[src/sv/prap_pkg.sv]
// ----------------------------------------------------------------------------
// prap_pkg: shared types and constants of the passive reply address parser
// Character classes, queue item and status, parser phase and token codes, status codes, result.
// ----------------------------------------------------------------------------
package prap_pkg;

  localparam int unsigned NUM_COUNT = 6;   // numbers in a reply
  localparam int unsigned CAP_DEPTH = 5;   // numbers held apart from the accumulator
  localparam int unsigned ACC_W     = 9;   // accumulator, saturates at ACC_CAP
  localparam logic [ACC_W-1:0] ACC_CAP = 9'd256;
  localparam logic [11:0] BYTE_MAX = 12'd255;

  localparam logic [7:0] CHAR_NUL   = 8'h00;
  localparam logic [7:0] CHAR_TAB   = 8'h09;
  localparam logic [7:0] CHAR_CR    = 8'h0D;
  localparam logic [7:0] CHAR_SPACE = 8'h20;
  localparam logic [7:0] CHAR_OPEN  = 8'h28;
  localparam logic [7:0] CHAR_CLOSE = 8'h29;
  localparam logic [7:0] CHAR_PLUS  = 8'h2B;
  localparam logic [7:0] CHAR_COMMA = 8'h2C;
  localparam logic [7:0] CHAR_MINUS = 8'h2D;
  localparam logic [7:0] CHAR_ZERO  = 8'h30;
  localparam logic [7:0] CHAR_NINE  = 8'h39;

  typedef enum logic [3:0] {
    CLS_NUL,
    CLS_OPEN,
    CLS_CLOSE,
    CLS_COMMA,
    CLS_BLANK,
    CLS_PLUS,
    CLS_MINUS,
    CLS_DIGIT,
    CLS_OTHER
  } char_class_e;

  typedef struct packed {
    char_class_e cls;
    logic [3:0]  digit;
    logic        last;
  } item_t;

  typedef struct packed {
    logic valid;  // queue holds at least one item
    logic full;   // queue cannot take an item this cycle
  } queue_status_t;

  typedef enum logic [1:0] {
    PH_SEEK,
    PH_COLLECT,
    PH_CLOSED,
    PH_DEAD
  } phase_e;

  typedef enum logic [1:0] {
    TM_BETWEEN,
    TM_BLANKS,
    TM_DIGITS,
    TM_SKIP
  } token_mode_e;

  typedef enum logic [1:0] {
    ST_OK,
    ST_NO_PAREN,
    ST_FEW_NUMBERS,
    ST_RANGE
  } status_e;

  typedef struct packed {
    logic [15:0] port;
    logic [7:0]  addr_3;
    logic [7:0]  addr_2;
    logic [7:0]  addr_1;
    logic [7:0]  addr_0;
    status_e     status;
  } result_t;

endpackage

[src/sv/passive_reply_address_parser.sv]
// ----------------------------------------------------------------------------
// passive_reply_address_parser: passive-mode reply address parser
// Path: an accepted byte is written into the queue and executed from its
//   head; the result of a last byte goes to the output register when executed.
// Throughput: one byte per cycle, set by the execute stage; a last byte
//   waits at the queue head only while an earlier result is untaken.
// Reset: rst_ni clears queue, parser state and output valid; the block takes
//   a byte as soon as reset is released.
// ----------------------------------------------------------------------------
module passive_reply_address_parser (
  input  logic        clk_i,
  input  logic        rst_ni,
  // input bytes
  input  logic        s_axis_tvalid,
  output logic        s_axis_tready,
  input  logic [7:0]  s_axis_tdata,   // [7:0] in_byte
  input  logic        s_axis_tlast,   // last byte of the reply
  // parsed result
  output logic        m_axis_tvalid,
  input  logic        m_axis_tready,
  output logic [55:0] m_axis_tdata    // [1:0] status, [9:2] addr_0, [17:10] addr_1,
                                      // [25:18] addr_2, [33:26] addr_3,
                                      // [49:34] port, [55:50] zero
);
  import prap_pkg::*;

  item_t         cls_item;
  item_t         head_item;
  queue_status_t queue_status;
  logic          push;
  logic          pop;
  result_t       result;

  // Front: classify every byte and queue it; the queue only refuses when
  // both entries are taken, so bytes stream in while the back end drains.
  prap_classify u_classify (
    .in_byte_i (s_axis_tdata),
    .last_i    (s_axis_tlast),
    .item_o    (cls_item)
  );

  assign s_axis_tready = !queue_status.full;
  assign push          = s_axis_tvalid && s_axis_tready;

  prap_fifo u_fifo (
    .clk_i    (clk_i),
    .rst_ni   (rst_ni),
    .push_i   (push),
    .item_i   (cls_item),
    .pop_i    (pop),
    .item_o   (head_item),
    .status_o (queue_status)
  );

  // Back: token state machine plus output register. Non-last items keep
  // flowing even while a finished result waits downstream.
  prap_exec u_exec (
    .clk_i       (clk_i),
    .rst_ni      (rst_ni),
    .item_i      (head_item),
    .queue_i     (queue_status),
    .pop_o       (pop),
    .res_valid_o (m_axis_tvalid),
    .res_ready_i (m_axis_tready),
    .res_o       (result)
  );

  assign m_axis_tdata = {6'b0, result};

  // a refused byte means the queue really holds items
  a_refuse_only_when_queued: assert property (
    @(posedge clk_i) disable iff (!rst_ni) !s_axis_tready |-> queue_status.valid
  ) else $error("input refused with an empty queue");

  // address and port are zero unless the reply parsed cleanly
  a_fields_zero_on_error: assert property (
    @(posedge clk_i) disable iff (!rst_ni)
    (m_axis_tvalid && result.status != ST_OK) |-> (m_axis_tdata[49:2] == '0)
  ) else $error("result fields nonzero with error status");

  // a last item never overwrites an untaken result
  a_no_result_overwrite: assert property (
    @(posedge clk_i) disable iff (!rst_ni)
    (pop && head_item.last) |-> (!m_axis_tvalid || m_axis_tready)
  ) else $error("result overwritten before it was taken");

endmodule

[src/sv/prap_classify.sv]
// ----------------------------------------------------------------------------
// prap_classify: character classifier
// Maps one reply byte to its class and digit value for the queue.
// ----------------------------------------------------------------------------
module prap_classify (
  input  logic [7:0]      in_byte_i,
  input  logic            last_i,
  output prap_pkg::item_t item_o
);
  import prap_pkg::*;

  char_class_e cls;

  always_comb begin
    priority if (in_byte_i == CHAR_NUL) begin
      cls = CLS_NUL;
    end else if (in_byte_i == CHAR_OPEN) begin
      cls = CLS_OPEN;
    end else if (in_byte_i == CHAR_CLOSE) begin
      cls = CLS_CLOSE;
    end else if (in_byte_i == CHAR_COMMA) begin
      cls = CLS_COMMA;
    end else if (in_byte_i == CHAR_SPACE ||
                 (in_byte_i >= CHAR_TAB && in_byte_i <= CHAR_CR)) begin
      cls = CLS_BLANK;
    end else if (in_byte_i == CHAR_PLUS) begin
      cls = CLS_PLUS;
    end else if (in_byte_i == CHAR_MINUS) begin
      cls = CLS_MINUS;
    end else if (in_byte_i >= CHAR_ZERO && in_byte_i <= CHAR_NINE) begin
      cls = CLS_DIGIT;
    end else begin
      cls = CLS_OTHER;
    end
  end

  assign item_o.cls   = cls;
  assign item_o.digit = in_byte_i[3:0];  // '0'..'9' carry the value in the low nibble
  assign item_o.last  = last_i;

endmodule

[src/sv/prap_fifo.sv]
// ----------------------------------------------------------------------------
// prap_fifo: two-entry item queue
// Decouples the classifier from the execute stage; push and pop may coincide.
// ----------------------------------------------------------------------------
module prap_fifo (
  input  logic                    clk_i,
  input  logic                    rst_ni,
  input  logic                    push_i,
  input  prap_pkg::item_t         item_i,
  input  logic                    pop_i,
  output prap_pkg::item_t         item_o,
  output prap_pkg::queue_status_t status_o
);
  import prap_pkg::*;

  item_t       mem_q [2];
  logic        wr_ptr_q, wr_ptr_d;
  logic        rd_ptr_q, rd_ptr_d;
  logic [1:0]  count_q, count_d;

  always_comb begin
    wr_ptr_d = push_i ? ~wr_ptr_q : wr_ptr_q;
    rd_ptr_d = pop_i ? ~rd_ptr_q : rd_ptr_q;
    count_d  = count_q + 2'(push_i) - 2'(pop_i);
  end

  always_ff @(posedge clk_i or negedge rst_ni) begin
    if (!rst_ni) begin
      wr_ptr_q <= 1'b0;
      rd_ptr_q <= 1'b0;
      count_q  <= 2'd0;
    end else begin
      wr_ptr_q <= wr_ptr_d;
      rd_ptr_q <= rd_ptr_d;
      count_q  <= count_d;
    end
  end

  always_ff @(posedge clk_i) begin
    if (push_i) begin
      mem_q[wr_ptr_q] <= item_i;
    end
  end

  assign item_o         = mem_q[rd_ptr_q];
  assign status_o.valid = (count_q != 2'd0);
  assign status_o.full  = count_q[1];

endmodule

[src/sv/prap_exec.sv]
// ----------------------------------------------------------------------------
// prap_exec: reply parser execute stage
// Runs the token state machine on one classified item per cycle unless a
// last item waits, as the output register holds a result until it is taken.
// ----------------------------------------------------------------------------
module prap_exec (
  input  logic                    clk_i,
  input  logic                    rst_ni,
  input  prap_pkg::item_t         item_i,
  input  prap_pkg::queue_status_t queue_i,
  output logic                    pop_o,
  output logic                    res_valid_o,
  input  logic                    res_ready_i,
  output prap_pkg::result_t       res_o
);
  import prap_pkg::*;

  typedef struct packed {
    phase_e                         ph;
    logic [2:0]                     fc;
    token_mode_e                    tm;
    logic [ACC_W-1:0]               acc;
    logic                           err;
    logic [CAP_DEPTH-1:0][7:0]      cap;
  } ctx_t;

  // end of a token: store it, or keep the sixth number in the accumulator
  function automatic ctx_t finish(ctx_t c);
    ctx_t r;
    r = c;
    if (c.fc < 3'(NUM_COUNT - 1)) begin
      r.cap[c.fc] = c.acc[7:0];
      r.fc        = c.fc + 3'd1;
      r.acc       = '0;
    end else begin
      r.fc = 3'(NUM_COUNT);
      r.ph = PH_CLOSED;
    end
    r.tm = TM_BETWEEN;
    return r;
  endfunction

  function automatic ctx_t add_digit(ctx_t c, logic [3:0] d);
    ctx_t        r;
    logic [11:0] v;
    r = c;
    v = 12'(c.acc) * 12'd10 + 12'(d);
    if (v > BYTE_MAX) begin
      r.err = 1'b1;
      r.acc = ACC_CAP;
    end else begin
      r.acc = v[ACC_W-1:0];
    end
    return r;
  endfunction

  phase_e                    ph_q;
  logic [2:0]                fc_q;
  token_mode_e               tm_q;
  logic [ACC_W-1:0]          acc_q;
  logic                      err_q;
  logic [CAP_DEPTH-1:0][7:0] cap_q;
  ctx_t                      cur, nxt;

  logic    out_valid_q, out_valid_d;
  result_t out_q, out_d;
  logic    take_last;

  assign cur = '{ph: ph_q, fc: fc_q, tm: tm_q, acc: acc_q, err: err_q, cap: cap_q};

  // a last item waits while an untaken result blocks the output register
  assign pop_o     = queue_i.valid && (!item_i.last || !out_valid_q || res_ready_i);
  assign take_last = pop_o && item_i.last;

  // next state of the token machine
  always_comb begin
    nxt = cur;
    unique case (cur.ph)
      PH_SEEK: begin
        if (item_i.cls == CLS_NUL) begin
          nxt.ph = PH_DEAD;
        end else if (item_i.cls == CLS_OPEN) begin
          nxt.ph = PH_COLLECT;
        end
      end
      PH_COLLECT: begin
        unique case (item_i.cls)
          CLS_NUL, CLS_CLOSE: begin
            if (cur.tm != TM_BETWEEN) begin
              nxt = finish(cur);
            end
            nxt.ph = PH_CLOSED;
          end
          CLS_COMMA: begin
            if (cur.tm != TM_BETWEEN) begin
              nxt = finish(cur);
            end
          end
          default: begin
            unique case (cur.tm)
              TM_BETWEEN, TM_BLANKS: begin
                unique case (item_i.cls)
                  CLS_BLANK: nxt.tm = TM_BLANKS;
                  CLS_PLUS:  nxt.tm = TM_DIGITS;
                  CLS_MINUS: begin
                    nxt.err = 1'b1;
                    nxt.tm  = TM_DIGITS;
                  end
                  CLS_DIGIT: begin
                    nxt    = add_digit(cur, item_i.digit);
                    nxt.tm = TM_DIGITS;
                  end
                  default:   nxt.tm = TM_SKIP;
                endcase
              end
              TM_DIGITS: begin
                if (item_i.cls == CLS_DIGIT) begin
                  nxt = add_digit(cur, item_i.digit);
                end else begin
                  nxt.tm = TM_SKIP;
                end
              end
              TM_SKIP: ;
              default: ;
            endcase
          end
        endcase
      end
      PH_CLOSED, PH_DEAD: ;
      default: ;
    endcase
    // text ends inside a token
    if (item_i.last && nxt.ph == PH_COLLECT && nxt.tm != TM_BETWEEN) begin
      nxt = finish(nxt);
    end
  end

  // result formation and output register
  always_comb begin
    out_d = out_q;
    if (take_last) begin
      priority if (nxt.ph == PH_SEEK || nxt.ph == PH_DEAD) begin
        out_d.status = ST_NO_PAREN;
      end else if (nxt.fc < 3'(NUM_COUNT)) begin
        out_d.status = ST_FEW_NUMBERS;
      end else if (nxt.err) begin
        out_d.status = ST_RANGE;
      end else begin
        out_d.status = ST_OK;
      end
      if (out_d.status == ST_OK) begin
        out_d.addr_0 = nxt.cap[0];
        out_d.addr_1 = nxt.cap[1];
        out_d.addr_2 = nxt.cap[2];
        out_d.addr_3 = nxt.cap[3];
        out_d.port   = {nxt.cap[4], nxt.acc[7:0]};
      end else begin
        out_d.addr_0 = '0;
        out_d.addr_1 = '0;
        out_d.addr_2 = '0;
        out_d.addr_3 = '0;
        out_d.port   = '0;
      end
    end
    if (take_last) begin
      out_valid_d = 1'b1;
    end else if (res_ready_i) begin
      out_valid_d = 1'b0;
    end else begin
      out_valid_d = out_valid_q;
    end
  end

  always_ff @(posedge clk_i or negedge rst_ni) begin
    if (!rst_ni) begin
      ph_q        <= PH_SEEK;
      fc_q        <= '0;
      tm_q        <= TM_BETWEEN;
      acc_q       <= '0;
      err_q       <= 1'b0;
      out_valid_q <= 1'b0;
    end else begin
      out_valid_q <= out_valid_d;
      if (take_last) begin
        ph_q  <= PH_SEEK;
        fc_q  <= '0;
        tm_q  <= TM_BETWEEN;
        acc_q <= '0;
        err_q <= 1'b0;
      end else if (pop_o) begin
        ph_q  <= nxt.ph;
        fc_q  <= nxt.fc;
        tm_q  <= nxt.tm;
        acc_q <= nxt.acc;
        err_q <= nxt.err;
      end
    end
  end

  // captured numbers are only read once all five are written in this reply
  always_ff @(posedge clk_i) begin
    if (pop_o) begin
      cap_q <= nxt.cap;
    end
    out_q <= out_d;
  end

  assign res_valid_o = out_valid_q;
  assign res_o       = out_q;

endmodule
[config.mk]
export PLATFORM = sky130hd
export DESIGN_NAME = passive_reply_address_parser
export DESIGN_NICKNAME = d
export VERILOG_FILES = /design/src/sv/prap_pkg.sv /design/src/sv/passive_reply_address_parser.sv /design/src/sv/prap_classify.sv /design/src/sv/prap_fifo.sv /design/src/sv/prap_exec.sv
export SDC_FILE = /design/constraint.sdc
export NUM_CORES = 1
export LEC_CHECK = 0
export ABC_AREA = 1
export BUFFER_PORTS_ARGS = -buffer_cell sky130_fd_sc_hd__buf_2
export CAP_MARGIN = 10
export CORE_MARGIN = 2
export CORE_UTILIZATION = 50
export DETAILED_ROUTE_END_ITERATION = 7
export PLACE_DENSITY = 0.76
export SLEW_MARGIN = 20
export SYNTH_ARGS = -nofsm -noshare
export SYNTH_HDL_FRONTEND = slang
export SYNTH_SLANG_ARGS = --single-unit
[constraint.sdc]
create_clock -name clk_i -period 4.25 [get_ports clk_i]
set_input_delay 0.2125 -clock clk_i [delete_from_list [all_inputs] [get_ports clk_i]]
set_output_delay 0.2125 -clock clk_i [all_outputs]
set_load 0.02 [all_outputs]
After elaboration in Yosys (flattened, before gate mapping)
Memory sizes are Yosys's and may differ from the RTL's.
Cells that the tools add are included.
W data, S select, Z words.
{ "word_totals": {"inputBits": 13, "regBits": 112, "ram_bits": 18, "word_cells": 144, "output_inout_bits": 58, "n_memories": 1} }
{ "classes": {"n_reduce_logical": 30, "n_lt_le_gt_ge": 12, "n_eq_ne": 18, "n_addsub": 5, "muxes": 55, "mul": 1, "bitwise": 2} }
{ "mem_list": {"columns": ["memory", "depth", "width", "rd", "rd_clocked_by_memory_dff", "wr", "line", "source"], "rows": [
  ["u_fifo.mem_q", 2, 9, 1, 0, 1, "prap_fifo.sv:16", "item_t mem_q [2];"]
]} }
{ "ops": {"columns": ["operator", "count"], "rows": [
  ["$mux W57", 2],
  ["$pmux W57 S2", 1],
  ["$pmux W52 S2", 1],
  ["$bwmux W40", 2],
  ["$mux W40", 2],
  ["$mux W55", 1],
  ["$mux W9", 6],
  ["$mux W50", 1],
  ["$demux W8 S3", 2],
  ["$eq A8 B6 Y1 const B", 6],
  ["$mux W4", 8],
  ["$mux W2", 13],
  ["$eq A4 B3 Y1 const B", 4],
  ["$mux W8", 2],
  ["$add A12 B4 Y12", 1],
  ["$gt A12 B8 Y1 const B", 1],
  ["$mux W3", 4],
  ["$mul A9 B3 Y11 const B", 1],
  ["$reduce_bool A2 Y1", 5],
  ["$logic_and A1 B1 Y1", 9],
  ["$lt A3 B3 Y1 const B", 3],
  ["$eq A4 B2 Y1 const B", 2],
  ["$ge A8 B4 Y1 const B", 1],
  ["$ge A8 B6 Y1 const B", 1],
  ["other kinds (21)", 44]
]} }

Logic depth before layout (Yosys ltp)
{ "depth": {"depth_word": 21, "mapped_depth": 22, "depth_no_buf": 20} }

Cells and area by module
Synthesis repeated with hierarchy kept, for this count alone.
{ "hier_totals": {"cells_unflattened": 890, "hier_area_um2": 7636.1} }
{ "by_module_without_submodules": {"columns": ["module", "n_inst", "cells_each", "seq_area_each_um2", "area_per_inst_um2"], "rows": [
  ["prap_exec", 1, 758, 3153.0, 6418.7],
  ["prap_fifo", 1, 72, 640.6, 899.6],
  ["prap_classify", 1, 50, 0.0, 255.2],
  ["passive_reply_address_parser", 1, 10, 0.0, 62.6]
]} }

Worst setup path before layout
No wires, ideal clock.
{ "synth_path": {"path_kind": "reg2reg", "from": "register u_fifo.rd_ptr_q", "to": "register u_exec.out_q (netlist bit u_exec.res_o[0]), enable pin", "setup_ns": 0.481, "t_required_ns": 3.769, "stages_incl_launch_ff": 9, "arrival_time_ns": 2.992, "slack_ns": 0.777, "path_cell_list": "dfrtp_1 > buf_6 > inv_6 > or2_2 > o21ai_0 > o32ai_1 > clkinv_1 > nand2_1 > inv_1"} }
{ "synth_between": {"elab_chain_len": 6} }
{ "synth_lines": {"columns": ["item", "line", "source"], "rows": [
  ["start: declaration", "prap_fifo.sv:18", "logic rd_ptr_q, rd_ptr_d;"],
  ["start signal: assignment", "prap_fifo.sv:34", "rd_ptr_q <= rd_ptr_d;"],
  ["$mem_v2 Z2 W9", null, null],
  ["$logic_not A1 Y1", "prap_exec.sv:72", "assign pop_o = queue_i.valid && (!item_i.last || !out_valid_q || res_ready_i);"],
  ["$logic_or A1 B1 Y1 (2 in a row)", "prap_exec.sv:72", null],
  ["$logic_and A1 B1 Y1", "prap_exec.sv:72", null],
  ["named net pop", "passive_reply_address_parser.sv:31", "logic pop;"],
  ["$logic_and A1 B1 Y1", "prap_exec.sv:73", "assign take_last = pop_o && item_i.last;"],
  ["end signal: assignment", "prap_exec.sv:205", "out_q <= out_d;"],
  ["end: declaration", "prap_exec.sv:66", "result_t out_q, out_d;"]
]} }
The timed path passes the listed nets, and every way through them passes these cells.
A chain may end at the register's enable or synchronous reset.

Worst setup path after layout
{ "layout_path": {"from": "register u_exec.acc_q[1]", "to": "register u_exec.out_q (netlist bit u_exec.res_o[18]) (data pin)"} }
{ "layout_between": {"elab_chain_len": 14, "word_cells_on_any_way": 19, "cone_classes": "add/sub: 1; mul: 1; order compare: 1; mux: 15; reduce/logical: 1"} }
{ "layout_lines": {"columns": ["item", "line", "source"], "rows": [
  ["start: declaration", "prap_exec.sv:60", "logic [ACC_W-1:0] acc_q;"],
  ["start signal: assignment", "prap_exec.sv:194", "acc_q <= nxt.acc;"],
  ["$mul A9 B3 Y11 *", "prap_exec.sv:47", "v = 12'(c.acc) * 12'd10 + 12'(d);"],
  ["$add A12 B4 Y12 *", "prap_exec.sv:47", null],
  ["$gt A12 B8 Y1 *", "prap_exec.sv:48", "if (v > BYTE_MAX) begin"],
  ["$mux W1", "prap_exec.sv:48", null],
  ["$pmux W1 S2 or $mux W50 (tied branches)", "prap_exec.sv:102, prap_exec.sv:117", null],
  ["$pmux W52 S2 *", "prap_exec.sv:100", "unique case (cur.tm)"],
  ["$pmux W57 S2 *", "prap_exec.sv:87", "unique case (item_i.cls)"],
  ["$mux W55 *", "prap_exec.sv:78", "unique case (cur.ph)"],
  ["$mux W57 *", "prap_exec.sv:133", "if (item_i.last && nxt.ph == PH_COLLECT && nxt.tm != TM_BETWEEN) begin"],
  ["$mux W2", "prap_exec.sv:146", "end else if (nxt.err) begin"],
  ["$mux W2", "prap_exec.sv:144", "end else if (nxt.fc < 3'(NUM_COUNT)) begin"],
  ["$mux W2", "prap_exec.sv:142", "priority if (nxt.ph == PH_SEEK || nxt.ph == PH_DEAD) begin"],
  ["$mux W2", "prap_exec.sv:141", "if (take_last) begin"],
  ["$logic_not A2 Y1", "prap_exec.sv:151", "if (out_d.status == ST_OK) begin"]
]} }
Every way passes the cells marked *; elsewhere a longest branch is shown, timed or not. The select of a mux whose other input is x is not followed.

==> metrics.yaml <==
status:
  status: "complete, no violations"
place:
  port-buffer-count: 64
  dp_slack_ns: 0.629
  gp_congestion: 0.954
  dpl.hpwl_um: 12400
worst_setup_path:
  end_kind: "flip-flop"
  start_kind: "flip-flop"
  worst-path-buf-inv: 1
  critPathMaxFanout: 24
  crit_top_cell: "nand2_1"
  crit_path_top_delay_cell: "fa_1"
  critPathTopFamily: "adder cells"
  path_class: "flip-flop to flip-flop"
  worstPathRequired_ns: 4.52
  path_cells: "ha_1 > ha_1 > fa_1 > nand2_1 > nor2_1 > nand2_1 > a21oi_1 > nand2_1 > o21bai_1 > nand2_1 > nor2_4 > nand4_1 > a21boi_2 > nand3_2 > buf_4 > nor2_1"
  critical_path_arrival_ns: 3.94
  crit_path_max_incr_delay_ns: 0.56
cells_and_area:
  syn_to_final_growth_pct: 15.6
  fillCellCount: 1239
  nets: 965
  drive_gt1_share_pct: 15.9
  antenna_cells: 0
  multi_input_area_um2: 3050
  regArea_um2: 3790
synth:
  synthFlopType: "edfxtp_1"
  synth_top_area_cell: "edfxtp_1"
  ys_types: 47
  syn_area_um2: 7460
  synth.area.top_cells: "edfxtp_1 (43%), nand2_1 (13%), dfrtp_1 (7.4%)"
  synthArstFlopShare_pct: 16.9
  ys_seq_area_share_pct: 50.9
  synth_edf_count: 108
  ys_warn_count: 0
  avgSynthCellArea_um2: 8.75
  synth_seq_cells: 130
  postSynthCellCount: 853
  synth_top_area_share_pct: 43.5
detailed_routing:
  num_vias: 6160
  drcViolationCount: 0
  wl_um: 18100
  final_antenna_net_count: 0
  drtIter0Drc: 744
  vias_per_cell: 5.48
  wl_per_cell_um: 16.1
  dr.pass1.iters: 5
timing:
  tns_ns: 0
  setup_ws_ns: 0.583
  rsz0062_at_grt: "no"
  tightest_slew_ns: 0.836
  finalCritPeriodShare_pct: 86.3
  setup_violations: 0
  fmax_mhz: 273
  finClkSkew_ns: 0.00790
  relSlewSlack_pct: 44.1
  slew_violations: 0
  min_period_ns: 3.67
  hold_viol: 0
power_and_ir_drop:
  cellLeakagePower_nw: 4.06
  power.density_nw_per_um2: 737
  ir_worst_vdd_mv: 0.947
cts:
  cts_buffer_depth: 2
  cts.reportedPaths.clkPinSlew_ns: 0.06
  clk_latency_ns: 0.43
  numCtsBuffers: 17
  h-tree-depth: 4
  clock_sinks: 130
  root_buffer: "clkbuf_16"
  cts_tree: "built"
global_route:
  grt_pass1_vias: 5808
  track_usage_pct: 23.7
  grt_max_degree: 50
  grt_overflow: 0
  antenna_found_initial: 0
  grt_pass1_wl_um: 29300
floorplan:
  die_area_um2: 15900
  start_util_pct: 51.3
  dieWidth_um: 126
  io-pin-count: 71
  die_h_um: 126
  num_rows: 44
  core_um2: 14500
job:
  maxCapViolations: 0
worst_hold_path:
  hp-class: "primary input to flip-flop"
worst register-to-register path, cell delays in order, from the launching register on:
cell and delay (ns):
dfrtp_1 0.46, ha_1 0.33, ha_1 0.24, fa_1 0.56, nand2_1 0.09, nor2_1 0.10
nand2_1 0.07, a21oi_1 0.16, nand2_1 0.11, o21bai_1 0.15, nand2_1 0.10, nor2_4 0.21
nand4_1 0.15, a21boi_2 0.24, nand3_2 0.10, buf_4 0.27, nor2_1 0.20
cells in the final DEF (no fill, tap or decap), types with 7 or more instances in the layout:
master,Yosys,final
nand4_1,13,13
nor2_4,13,13
inv_1,124,123
nor2_1,63,63
o21ai_0,11,11
edfxtp_1,108,108
ha_1,21,21
o211ai_1,41,41
dfrtp_1,22,22
nand3_1,76,76
buf_2,2,64
nand2_2,14,14
nand2_1,249,249
a21oi_1,11,11
xor2_1,7,7
clkbuf_16,0,17
cell usage after synthesis (2+ instances only):
cell        n
edfxtp_1  108
xnor2_1     3
nand3_1    76
o21ai_1     4
nand2_4     3
o211ai_1   41
buf_4       6
xor2_1      7
nor2_4     13
a21oi_1    11
nor2_2      6
a31oi_1     3
clkbuf_1    8
o22ai_1     5
nand2_2    14
nand3_2     5
nand2_1   249
nor3_1      5
inv_1     124
inv_4       2
fa_1        2
nor4_1      4
dfrtp_1    22
buf_6       3
ha_1       21
buf_2       2
nor2_1     63
o21ai_0    11
nand4_1    13
clkinv_1    2
final cells by class:
type                    instances  share of cell area (%)
clock inverters                14                    2.76
well taps                     184                    2.67
inverters                     130                    5.77
clock buffers                  17                    4.93
flip-flops and latches        130                    44.0
repair buffers                 72                    4.50
multi-input cells             578                    35.4
layer usage:
metal / routed length, um / vias up / GRT usage (%)
met2: 8350 / 279 / 36.7
met3: 1620 / 34 / 6.12
li1: - / 2981 / -
met5: 0 / - / 0
met4: 432 / 0 / 10.0
met1: 7670 / 2866 / 31.8
path summary, 6_finish.rpt:
check                              startpoint                 end  slack [ns]  cells past startpoint
max                           u_exec.acc_q[1]    u_exec.res_o[18]        0.58                     16
max in group asynchronous              rst_ni     u_fifo.rd_ptr_q        3.57                      2
min reg2reg                u_exec.res_valid_o  u_exec.res_valid_o        0.57                      2
max reg2reg                   u_exec.acc_q[1]    u_exec.res_o[18]        0.58                     16
min                           s_axis_tdata[0]  u_fifo.mem_q[0][1]        0.05                      1
min in group asynchronous              rst_ni   u_fifo.count_q[1]        0.32                      2
report_power, final:
group          total [W]  leakage, nW  switching [W]  internal, W
combinational    0.00242         2.38        0.00173     0.000688
sequential       0.00230         1.36       0.000184      0.00211
clock            0.00164        0.324       0.000546      0.00109
total            0.00636         4.06        0.00246      0.00390
logic make-up (layout without fill, tap and decap cells):
group           Yosys count  count (layout)  synth area share, %
flops                   130             130                 50.9
compound gates           82              82                 7.35
simple gates            457             457                 28.0
other cells               1               6               0.0503
xor+xnor                 10              10                 1.17
buf+inv                 150             233                 8.47
fa+ha+maj                23              23                 4.06
flip-flops by register name, summed over array words and instances, names as in the netlist:
name,flops
u_exec.ph_q,2
u_exec.res_o,50
u_fifo.count_q,2
u_exec.err_q,1
u_exec.cap_q,40
u_fifo.wr_ptr_q,1
u_exec.acc_q,9
u_exec.fc_q,3
u_exec.res_valid_o,1
u_fifo.mem_q,18
u_exec.tm_q,2
u_fifo.rd_ptr_q,1
repair_timing:
action	in CTS	in global routing
setup buffers	0	0
resized for setup	0	0
hold buffers	3	0
hold endpoints to repair	25	0
through the flow:
| step | util (%) | hold slack [ns] | cell area, um^2 | std cells | total power (W) |
|---|---|---|---|---|---|
| after floorplan | - | -0.0831 | 7480 | 858 | 0.00405 |
| after global placement | 54.6 | 0.219 | 7930 | 1091 | 0.00463 |
| after detailed placement | 54.6 | 0.218 | 7930 | 1091 | 0.00469 |
| after CTS | 59.3 | 0.0300 | 8630 | 1125 | 0.00636 |
| after global routing | 59.3 | 0.0432 | 8630 | 1125 | 0.00672 |
| final | 59.3 | 0.0464 | 8630 | 1125 | 0.00636 |
No activity file was read; power rests on OpenSTA's default activity.
